`src/hdl/ifs_pkg.sv`:
```
// Shared types, frame layout constants and the CRC-16/MODBUS byte update for the IMU frame serializer.
package ifs_pkg;

  localparam int unsigned FrameBytes = 34;
  localparam int unsigned ChainBytes = 32;
  localparam int unsigned CrcStart   = 2;
  localparam int unsigned CntW       = $clog2(FrameBytes);
  localparam int unsigned CfgIdxW    = 3;
  localparam int unsigned CfgDataW   = 16;

  localparam logic [15:0] CrcInit = 16'hFFFF;
  localparam logic [15:0] CrcPoly = 16'hA001;

  typedef enum logic [CfgIdxW-1:0] {
    CfgStartA     = 3'd0,
    CfgStartB     = 3'd1,
    CfgVersion    = 3'd2,
    CfgMsgType    = 3'd3,
    CfgPayloadLen = 3'd4
  } cfg_idx_e;

  typedef struct packed {
    logic        [15:0] sequence_number;
    logic        [31:0] uptime_ms;
    logic signed [15:0] accel_x;
    logic signed [15:0] accel_y;
    logic signed [15:0] accel_z;
    logic signed [31:0] gyro_x;
    logic signed [31:0] gyro_y;
    logic signed [31:0] gyro_z;
    logic signed [15:0] temperature_centi;
  } sample_t;

  typedef struct packed {
    logic [7:0] frame_byte;
    logic       frame_end;
  } result_t;

  // Control for the byte chain: parallel load or a shift towards the head.
  typedef struct packed {
    logic load;
    logic shift;
  } chain_ctrl_t;

  // Control for the CRC register: reseed or absorb one byte.
  typedef struct packed {
    logic clear;
    logic update;
  } crc_ctrl_t;

  // Reflected CRC-16 over one byte, eight bit steps.
  function automatic logic [15:0] crc16_byte(input logic [15:0] crc, input logic [7:0] data);
    logic [15:0] c;
    c = crc ^ {8'h00, data};
    for (int b = 0; b < 8; b++) begin
      if (c[0]) begin
        c = (c >> 1) ^ CrcPoly;
      end else begin
        c = c >> 1;
      end
    end
    return c;
  endfunction

endpackage

```
`src/hdl/ifs_cell.sv`:
```
// One byte cell of the frame chain: loads its frame byte or takes its neighbour's byte.
module ifs_cell (
  input  logic                clk_i,
  input  ifs_pkg::chain_ctrl_t ctrl_i,
  input  logic [7:0]          load_byte_i,
  input  logic [7:0]          next_byte_i,
  output logic [7:0]          byte_o
);
  import ifs_pkg::*;

  logic [7:0] byte_q, byte_d;

  always_comb begin
    byte_d = byte_q;
    if (ctrl_i.load) begin
      byte_d = load_byte_i;
    end else if (ctrl_i.shift) begin
      byte_d = next_byte_i;
    end
  end

  always_ff @(posedge clk_i) begin
    byte_q <= byte_d;
  end

  assign byte_o = byte_q;

endmodule

```
`src/hdl/ifs_crc.sv`:
```
// CRC-16/MODBUS accumulator that absorbs one frame byte per cycle while its update control is high.
module ifs_crc (
  input  logic              clk_i,
  input  logic              rst_ni,
  input  ifs_pkg::crc_ctrl_t ctrl_i,
  input  logic [7:0]        data_i,
  output logic [15:0]       crc_o
);
  import ifs_pkg::*;

  logic [15:0] crc_q, crc_d;

  always_comb begin
    crc_d = crc_q;
    if (ctrl_i.clear) begin
      crc_d = CrcInit;
    end else if (ctrl_i.update) begin
      crc_d = crc16_byte(crc_q, data_i);
    end
  end

  always_ff @(posedge clk_i or negedge rst_ni) begin
    if (!rst_ni) begin
      crc_q <= CrcInit;
    end else begin
      crc_q <= crc_d;
    end
  end

  assign crc_o = crc_q;

endmodule

```
`src/hdl/imu_frame_serializer_crc16_core.sv`:
```
// Top level of the IMU frame serializer: config registers, byte chain, CRC and sequencing.
//
// Usage. A sample is taken on a rising edge at which start_i is high and busy_o is low; the
// sample_i struct carries the sequence number and the sensor readings. The block then puts
// out a 34-byte frame, one byte per cycle, starting in the cycle after the transfer: each
// byte sits on result_o for exactly one cycle with result_valid_o high, and the final CRC
// high byte carries frame_end. The output is byte-wide: busy_o drops in the cycle of the
// last byte, so a new sample can be taken then and its frame follows with no gap.
// Internally the 32 header and payload bytes are loaded in parallel into a chain of byte
// cells which shifts one place towards the head each cycle; the CRC unit absorbs each byte
// after the two start bytes at the head as it leaves, and the CRC's two bytes are appended
// after the chain has drained. The receiver cannot stall the block; a result transfer
// completes in every valid cycle. Configuration is to be written through cfg_we_i, cfg_idx_i
// and cfg_wdata_i while idle, which the block itself does not enforce; indexes beyond the
// register list are ignored. Reset returns the header registers to their defaults,
// clears the sequencer and needs no clearing pass.
module imu_frame_serializer_crc16_core (
  input  logic                               clk_i,
  input  logic                               rst_ni,
  input  logic                               start_i,
  output logic                               busy_o,
  input  ifs_pkg::sample_t                   sample_i,
  output logic                               result_valid_o,
  output ifs_pkg::result_t                   result_o,
  input  logic                               cfg_we_i,
  input  logic [ifs_pkg::CfgIdxW-1:0]        cfg_idx_i,
  input  logic [ifs_pkg::CfgDataW-1:0]       cfg_wdata_i
);
  import ifs_pkg::*;

  localparam logic [CntW-1:0] LastIdx     = CntW'(FrameBytes - 1);
  localparam logic [CntW-1:0] CrcLoIdx    = CntW'(ChainBytes);
  localparam logic [CntW-1:0] CrcFirstIdx = CntW'(CrcStart);

  // Header registers.
  logic [7:0]  start_a_q, start_b_q, version_q, msg_type_q;
  logic [15:0] payload_len_q;

  always_ff @(posedge clk_i or negedge rst_ni) begin
    if (!rst_ni) begin
      start_a_q     <= 8'd0;
      start_b_q     <= 8'd0;
      version_q     <= 8'd1;
      msg_type_q    <= 8'd0;
      payload_len_q <= 16'd24;
    end else if (cfg_we_i) begin
      unique case (cfg_idx_i)
        CfgStartA:     start_a_q     <= cfg_wdata_i[7:0];
        CfgStartB:     start_b_q     <= cfg_wdata_i[7:0];
        CfgVersion:    version_q     <= cfg_wdata_i[7:0];
        CfgMsgType:    msg_type_q    <= cfg_wdata_i[7:0];
        CfgPayloadLen: payload_len_q <= cfg_wdata_i;
        default: ;
      endcase
    end
  end

  // Sequencer: byte position within the frame in flight.
  logic            active_q, active_d;
  logic [CntW-1:0] cnt_q, cnt_d;
  logic            accept;
  logic            last_byte;

  assign last_byte = active_q && (cnt_q == LastIdx);
  assign busy_o    = active_q && !last_byte;
  assign accept    = start_i && !busy_o;

  always_comb begin
    active_d = active_q;
    cnt_d    = cnt_q;
    if (accept) begin
      active_d = 1'b1;
      cnt_d    = '0;
    end else if (active_q) begin
      if (last_byte) begin
        active_d = 1'b0;
      end
      cnt_d = cnt_q + CntW'(1);
    end
  end

  always_ff @(posedge clk_i or negedge rst_ni) begin
    if (!rst_ni) begin
      active_q <= 1'b0;
      cnt_q    <= '0;
    end else begin
      active_q <= active_d;
      cnt_q    <= cnt_d;
    end
  end

  // Frame bytes in transmit order, all multi-byte values little-endian.
  logic [7:0] load_bytes [ChainBytes];

  always_comb begin
    load_bytes[0]  = start_a_q;
    load_bytes[1]  = start_b_q;
    load_bytes[2]  = version_q;
    load_bytes[3]  = msg_type_q;
    load_bytes[4]  = sample_i.sequence_number[7:0];
    load_bytes[5]  = sample_i.sequence_number[15:8];
    load_bytes[6]  = payload_len_q[7:0];
    load_bytes[7]  = payload_len_q[15:8];
    for (int i = 0; i < 4; i++) begin
      load_bytes[8 + i]  = sample_i.uptime_ms[8*i +: 8];
      load_bytes[18 + i] = sample_i.gyro_x[8*i +: 8];
      load_bytes[22 + i] = sample_i.gyro_y[8*i +: 8];
      load_bytes[26 + i] = sample_i.gyro_z[8*i +: 8];
    end
    for (int i = 0; i < 2; i++) begin
      load_bytes[12 + i] = sample_i.accel_x[8*i +: 8];
      load_bytes[14 + i] = sample_i.accel_y[8*i +: 8];
      load_bytes[16 + i] = sample_i.accel_z[8*i +: 8];
      load_bytes[30 + i] = sample_i.temperature_centi[8*i +: 8];
    end
  end

  // The byte chain: cell 0 is the head, each cell but the last takes its upper neighbour's byte.
  chain_ctrl_t chain_ctrl;
  logic [7:0]  cell_bytes [ChainBytes];

  assign chain_ctrl.load  = accept;
  assign chain_ctrl.shift = active_q;

  for (genvar g = 0; g < ChainBytes; g++) begin : g_cell
    logic [7:0] next_byte;
    if (g == ChainBytes - 1) begin : g_tail
      assign next_byte = 8'h00;
    end else begin : g_body
      assign next_byte = cell_bytes[g + 1];
    end
    ifs_cell u_cell (
      .clk_i       (clk_i),
      .ctrl_i      (chain_ctrl),
      .load_byte_i (load_bytes[g]),
      .next_byte_i (next_byte),
      .byte_o      (cell_bytes[g])
    );
  end

  // CRC over every byte after the two start bytes, taken from the head as it leaves.
  crc_ctrl_t   crc_ctrl;
  logic [15:0] crc;

  assign crc_ctrl.clear  = accept;
  assign crc_ctrl.update = active_q && (cnt_q >= CrcFirstIdx) && (cnt_q < CrcLoIdx);

  ifs_crc u_crc (
    .clk_i  (clk_i),
    .rst_ni (rst_ni),
    .ctrl_i (crc_ctrl),
    .data_i (cell_bytes[0]),
    .crc_o  (crc)
  );

  // Output selection: chain head, then CRC low byte, then CRC high byte.
  always_comb begin
    if (cnt_q < CrcLoIdx) begin
      result_o.frame_byte = cell_bytes[0];
    end else if (cnt_q == CrcLoIdx) begin
      result_o.frame_byte = crc[7:0];
    end else begin
      result_o.frame_byte = crc[15:8];
    end
    result_o.frame_end = last_byte;
  end

  assign result_valid_o = active_q;

  // Checks on the sequencing.
  a_accept_starts_frame : assert property (@(posedge clk_i) disable iff (!rst_ni)
    accept |=> (result_valid_o && (cnt_q == '0)))
    else $error("accepted sample did not start a frame");

  a_end_only_when_valid : assert property (@(posedge clk_i) disable iff (!rst_ni)
    result_o.frame_end |-> result_valid_o)
    else $error("frame end flagged outside a valid byte");

  a_mid_frame_busy : assert property (@(posedge clk_i) disable iff (!rst_ni)
    (result_valid_o && !result_o.frame_end) |-> busy_o)
    else $error("not busy in the middle of a frame");

  a_idle_after_end : assert property (@(posedge clk_i) disable iff (!rst_ni)
    (result_o.frame_end && !start_i) |=> !result_valid_o)
    else $error("bytes continued after frame end without a new sample");

  a_frame_continues : assert property (@(posedge clk_i) disable iff (!rst_ni)
    (result_valid_o && !result_o.frame_end) |=>
      (result_valid_o && (cnt_q == $past(cnt_q) + CntW'(1))))
    else $error("frame broken off before its last byte");

endmodule

```
`config.mk`:
```
export PLATFORM = sky130hd
export DESIGN_NAME = imu_frame_serializer_crc16_core
export DESIGN_NICKNAME = d
export VERILOG_FILES = /design/src/hdl/ifs_pkg.sv /design/src/hdl/ifs_cell.sv /design/src/hdl/ifs_crc.sv /design/src/hdl/imu_frame_serializer_crc16_core.sv
export SDC_FILE = /design/constraint.sdc
export NUM_CORES = 1
export LEC_CHECK = 0
export ABC_AREA = 0
export CAP_MARGIN = 40
export CORE_UTILIZATION = 50
export DETAILED_ROUTE_END_ITERATION = 10
export DONT_BUFFER_PORTS = 1
export GPL_TIMING_DRIVEN = 1
export PLACE_DENSITY_LB_ADDON = 0.2
export SKIP_CTS_REPAIR_TIMING = 1
export SYNTH_ARGS = -nofsm -noshare
export SYNTH_HDL_FRONTEND = slang
export SYNTH_SLANG_ARGS = --single-unit
```
`constraint.sdc`:
```
create_clock -name clk_i -period 13.1 [get_ports clk_i]
set_input_delay 0 -clock clk_i [delete_from_list [all_inputs] [get_ports clk_i]]
set_output_delay 0 -clock clk_i [all_outputs]
set_load 0.005 [all_outputs]
```
==> reports/metrics.cfg, run 1 <==
[status]
outcome=complete, no violations

[layout]
num-fill-cells=2020
fin_nets=1776
drive_above_1_share=0.09451
n_antenna_cell=0
seq_area_sq_um=9488
multi_input_area_sq_um=4232
area_growth_pct=27.78

[floorplanning]
coreArea_sq_um=27180
rows=60
fp.dieW_um=169.3
die_h_um=169.3
start_util=0.5151
die_area_sq_um=28670
io_pins=242

[clock_tree]
clock_latency_ps=520
clk_path_buf_depth=3
clock_sinks=327
htreeDepth=2
clk_pin_slew_worst_paths_ps=60
clockRootBuffer=clkbuf_16
cts_tree=yes
cts_buffers=35

[route]
first_pass_iters=5
drt_iter0_markers=613
ant_nets=0
drc=0
wl_um=31510
vias_per_cell=5.057
num_vias=9800
wl_per_cell_um=16.26

[logic_synthesis]
yosys_warnings=0
synth_top_area_frac=0.5491
synth.most_common_cell=nand2_1
ys_top_cells_by_count=747 x nand2_1, 256 x edfxtp_1, 52 x dfrtp_1, 48 x mux2_2, 36 x clkbuf_1
synth_edf_count=256
synth_cell_type_count=36
ys_seq_elements=327
seq_area_frac_synth=0.6777
async_flop_share=0.2171
netlist_instances=1319
synth_ff_type=edfxtp_1
ys_top_cells_by_area=edfxtp_1 55%, nand2_1 20%, dfrtp_1 9.3%, mux2_2 3.9%, dfstp_2 3.6%
synth_top_area_cell=edfxtp_1
syn_area_per_cell_sq_um=10.61
syn_nets=1553
synth.cell_area_sq_um=14000

[grt]
grt_pass1_wl_um=43820
antenna_found_initial=0
grt_usage=0.1930
grt_max_degree=81
overflow=0
grt_pass1_vias=8691

[timing]
skew_ps=26.43
fmax_ghz=0.3093
rsz0062_at_grt=no
period_needed_ps=3234
hold_viol=0
fin_crit_sh=0.2468
max_slew_margin=0.5033
final_max_slew_viol_count=0
fin_tns_setup_ps=0
tightest_slew_ps=745.1
setup_violations=0
whs_ps=17.53

[hold_path]
holdCritPathClass=input port to register
whs_path_depth=3

[critical_path]
path_cells=a31oi_1, nor2b_4, buf_4, buf_12, buf_4, buf_16, nand2_1, nand2_1
crit_slowest_cell=dfrtp_1
crit_buf_inv=4
cp.arrival_ps=3590
worst_setup_path_start_kind=register
worstPathMaxFanout=80
critPathRequiredTime_ps=13450
critPathKind=register to register
ff2ff_path_depth=8
cp-end-kind=register
cp_top_family=buffers and inverters
cp_slowest_stage_delay_ps=760
reg2reg_slack_ps=9870
crit_cells=8

[power_and_ir_drop]
p_sw_mw=0.9587
leakage_nw=8.222
ir_drop_mv=0.1100
share_seq_of_total_power=0.495
comb_power_share=0.234
powerDensity_nw_per_um2=193.9
p_clk_frac=0.271
swShare=0.2763
intPower_mw=2.511

[place]
portBuffers=0
post-dp-hpwl_um=17450
gp_congestion=0.7506

[job]
drv_cap=0

-- power groups by stage --
stage / sequential, mW / clock [mW] / combinational (mW)
5_1_grt: 1.76 / 0.998 / 0.919
3_3_place_gp: 1.72 / 0 / 0.709
6_report: 1.72 / 0.940 / 0.812
4_1_cts: 1.72 / 0.961 / 0.744
2_1_floorplan: 1.69 / 0 / 0.605
3_5_place_dp: 1.73 / 0 / 0.739
-- cell families after synthesis --
kind of cell / Yosys count / synth area share
fa+ha+maj: 3 / 0.002681
buf+inv: 70 / 0.02163
flops: 327 / 0.6777
compound gates: 30 / 0.01171
mux: 56 / 0.04433
xor+xnor: 26 / 0.01886
simple gates: 807 / 0.2231
-- through the flow --
| stage | area [sq um] | std cells | total power, mW | setup WS (ps) | util |
|---|---|---|---|---|---|
| 6_report | 17890 | 1938 | 3.469 | 9866 | 0.6582 |
| 3_3_place_gp | 14290 | 1636 | 2.430 | 9634 | 0.5257 |
| 3_5_place_dp | 14450 | 1643 | 2.471 | 9950 | 0.5318 |
| 4_1_cts | 15530 | 1704 | 3.421 | 9928 | 0.5714 |
| 5_1_grt | 17890 | 1938 | 3.674 | 9651 | 0.6582 |
| 2_1_floorplan | 14000 | 1319 | 2.296 | 3850 | - |
-- path summary, 6_finish.rpt --
kind / startpoint / end
max: cnt_q[5]$_DFFE_PN0P_ / g_cell[15].u_cell.byte_o[0]$_DFFE_PP_
min: cfg_idx_i[1] / version_q[7]$_DFFE_PN0P_
max reg2reg: cnt_q[5]$_DFFE_PN0P_ / g_cell[15].u_cell.byte_o[0]$_DFFE_PP_
min reg2reg: g_cell[4].u_cell.byte_o[7]$_DFFE_PP_ / g_cell[3].u_cell.byte_o[7]$_DFFE_PP_
max in group asynchronous: rst_ni / u_crc.crc_o[9]$_DFFE_PN1P_
min in group asynchronous: rst_ni / payload_len_q[1]$_DFFE_PN0P_
-- layer usage --
metal  up-vias  track usage  routed length [um]
li1       4769            -                   -
met1      4681       0.2479               13270
met2       287       0.3163               15710
met3        63      0.05690                1691
met4         0      0.05915                 831
met5         -            0                   0
-- worst min-delay path, delay by kind of cell --
kind                   cells  cell delay, ps
buffers and inverters      1             170
AND/OR/NAND/NOR            1             100
multiplexers               1             220
-- sequential cells by signal (all words and copies together) (netlist names) --
name,count
version_q,8
start_a_q,8
g_cell.u_cell.byte_o,256
result_valid_o,1
msg_type_q,8
start_b_q,8
payload_len_q,16
cnt_q,6
u_crc.crc_o,16
-- cells in the final DEF, fill, tap and decap left out, drive strengths merged, types with 2 or more instances in the layout --
cell type and count:
nor4bb 2, nand2 747, xnor2 18, dlygate4sd3 233, nor3 11, clkbuf 47, mux2i 8, dfrtp 52
ha 3, clkinv 10, and2 8, or2 2, edfxtp 256, a211oi 2, nor2 28, xnor3 2
nand4 3, inv 6, dfstp 19, a21oi 24, buf 20, xor2 6, mux2 48
-- area by class of cell --
class | instances | area share
Sequential cell | 327 | 0.5304
Multi-Input combinational cell | 922 | 0.2366
Timing Repair Buffer | 253 | 0.1462
Clock buffer | 47 | 0.05428
Tap cell | 372 | 0.02602
Clock inverter | 14 | 0.005945
Inverter | 3 | 0.0006295
Note: power is estimated with default switching activity, not from simulation.
==> inputs of run 2 (changes only) <==
- ABC_AREA: 0 -> 1
- clock period: 13.1 -> 2.75 ns (I/O delays scaled with it)
==> run 2 against run 1 <==
Effect of this change:
- the run now ends with hold timing left
- wire length grew 4.6%
- count of clock-buffer cells in the layout grew 1
- via count grew 6.1%
- clock skew shrank 16 ps
- fmax grew 46%
- register-to-register slack lost 9300 ps
- die area grew 0.59%
- sequential power grew to 4.8 times the previous value
- cell area shrank 0.40%
- critical endpoint is now g_cell[17].u_cell.byte_o[1]$_DFFE_PP_
==> reports/metrics.cfg, run 2 <==
[clock_tree]
htreeDepth=2
clock_sinks=327
cts_tree=yes
clock_latency_ps=500
cts_buffers=36
clockRootBuffer=clkbuf_16
clk_pin_slew_worst_paths_ps=60
clk_path_buf_depth=3

[power_and_ir_drop]
share_seq_of_total_power=0.509
p_clk_frac=0.270
p_sw_mw=4.804
leakage_nw=8.433
swShare=0.2951
ir_drop_mv=0.5618
comb_power_share=0.222
intPower_mw=11.48
total_power_mw=16.28
powerDensity_nw_per_um2=913.7

[layout]
drive_above_1_share=0.05733
final_cell_mix=860 x nand2_1, 256 x edfxtp_1, 226 x dlygate4sd3_1
largest_reg_flops=256
num-fill-cells=2164
postLayoutCellArea_sq_um=17820
fin_nets=1902
fin_cells=2072
final_common_cell=nand2_1
final_core_util=0.6413
area_growth_pct=26.51

[grt]
grt_max_degree=132
grt.met3_usage=0.06674
overflow=0
grt_usage=0.2031
grt_pass1_wl_um=46010
top_usage_layer=met2
met2_usage=0.3382
antenna_found_initial=1
met1_usage=0.2523
grt_pass1_vias=9036

[floorplanning]
coreArea_sq_um=27780
io_pins=242
die_area_sq_um=28840
fp.dieW_um=169.8
start_util=0.5069
die_h_um=169.8
rows=61

[logic_synthesis]
yosys_warnings=0
async_flop_share=0.2171
synth.most_common_cell=nand2_1
synth_cell_type_count=26
ys_top_cells_by_count=860 x nand2_1, 256 x edfxtp_1, 56 x o21ai_0, 53 x inv_1, 52 x dfrtp_1
synth_compound_area_frac=0.03305
synth.cell_area_sq_um=14080
synthAdderAreaFrac=0.002665
synth_ff_type=edfxtp_1
synth-xor-area-share=0.002488
netlist_instances=1455
synth_edf_count=256
syn_area_per_cell_sq_um=9.679
synth_top_area_cell=edfxtp_1
synth_top_area_frac=0.5458
seq_area_frac_synth=0.6737
ys_top_cells_by_area=edfxtp_1 55%, nand2_1 23%, dfrtp_1 9.2%, dfstp_2 3.5%, o21ai_0 2.0%
synthSimpleGateAreaFrac=0.2446
syn_nets=1689
synth_top_family_by_area=simple AND/OR/NAND/NOR gates
ys_seq_elements=327
synth.area.mux_share=0.006397

[critical_path]
critPathKind=register to register
cp-end-kind=register
worstPathMaxFanout=131
worstReg2RegStart=cnt_q[5]$_DFFE_PN0P_
cp.arrival_ps=2560
r2r-end=g_cell[17].u_cell.byte_o[1]$_DFFE_PP_
worst_setup_path_start_kind=register
ff2ff_path_depth=9
critPathRequiredTime_ps=3090
reg2reg_slack_ps=530

[timing]
setup_violations=0
fin_tns_setup_ps=0
whs_ps=-51.42
skew_ps=10.12
rsz0062_at_grt=no
max_slew_margin=0.6059
fmax_ghz=0.4505
hold_viol=6
layout_setup_ws_ps=530.2
final_max_slew_viol_count=0
tightest_slew_ps=589.5
period_needed_ps=2220
fin_crit_sh=0.8072

[place]
dp_cells=1781
post-dp-hpwl_um=18840
dpl_cell_area_sq_um=14470
gp_congestion=0.8643
portBuffers=0
post-place-ws_ps=600.5

[route]
wl_per_cell_um=15.91
drt_iter0_markers=862
drc=0
first_pass_iters=8
num_vias=10400
wl_um=32970
ant_nets=0
vias_per_cell=5.018

[hold_path]
hp-start=cfg_idx_i[2]
holdCritPathClass=input port to register
whs_path_depth=4
timing.hold.worst_endpoint=payload_len_q[3]$_DFFE_PN1P_

[status]
outcome=complete, but fails checks
violations=hold timing

[job]
drv_cap=0

[run 2: how the worst max path moves through the flow]
| stage | startpoint | to | slack (ps) | depth (start not counted) |
|---|---|---|---|---|
| final | cnt_q[5]$_DFFE_PN0P_ | g_cell[17].u_cell.byte_o[1]$_DFFE_PP_ | 530 | 9 |
| after global routing | cnt_q[3]$_DFFE_PN0P_ | result_o[3] | 300 | 5 |
| after global placement | cnt_q[5]$_DFFE_PN0P_ | g_cell[2].u_cell.byte_o[0]$_DFFE_PP_ | 650 | 10 |
| after floorplan | result_valid_o$_DFF_PN0_ | g_cell[0].u_cell.byte_o[0]$_DFFE_PP_ | -2090 | 2 |
| after detailed placement | cnt_q[5]$_DFFE_PN0P_ | g_cell[7].u_cell.byte_o[5]$_DFFE_PP_ | 600 | 10 |
| after CTS | cnt_q[3]$_DFFE_PN0P_ | result_o[3] | 530 | 5 |
[run 2: cell families after synthesis]
family,Yosys count
fa+ha+maj,3
mux,8
simple gates,905
buf+inv,123
compound gates,85
flops,327
xor+xnor,4
[run 2: worst max-delay path, stage by stage (launching register included)]
cell and delay, ps:
dfrtp_1 490, inv_2 170, nor2_1 110, nand3_1 90
nand2_1 110, inv_2 80, nor2_8 160, buf_12 390
nand2_1 150, nand2_1 150
[run 2: layer usage]
metal  up-vias  part of all wire
met5         -                 0
met4         0             0.020
met3        56             0.056
met2       319              0.51
met1      4915              0.42
li1       5108                 -
[run 2: power by group through the flow]
stage          clock [mW]  sequential (mW)  combinational [mW]
5_1_grt              4.66             8.46                4.16
3_5_place_dp            0             8.33                3.24
3_3_place_gp            0             8.29                3.13
2_1_floorplan           0             8.12                2.57
6_report             4.39             8.28                3.61
4_1_cts              4.46             8.26                3.25
[run 2: area by class of cell]
class                      instances  area [sq um]  area share
inverter                          57         225.2     0.01264
sequential                       327          9488      0.5325
tap                              378         473.0     0.02654
clock buffer                      48         987.2     0.05541
multi-input combinational       1005          4075      0.2287
clock inverter                    14         68.82    0.003862
timing repair buffer             241          2495      0.1400
antenna                            2         5.005   0.0002809
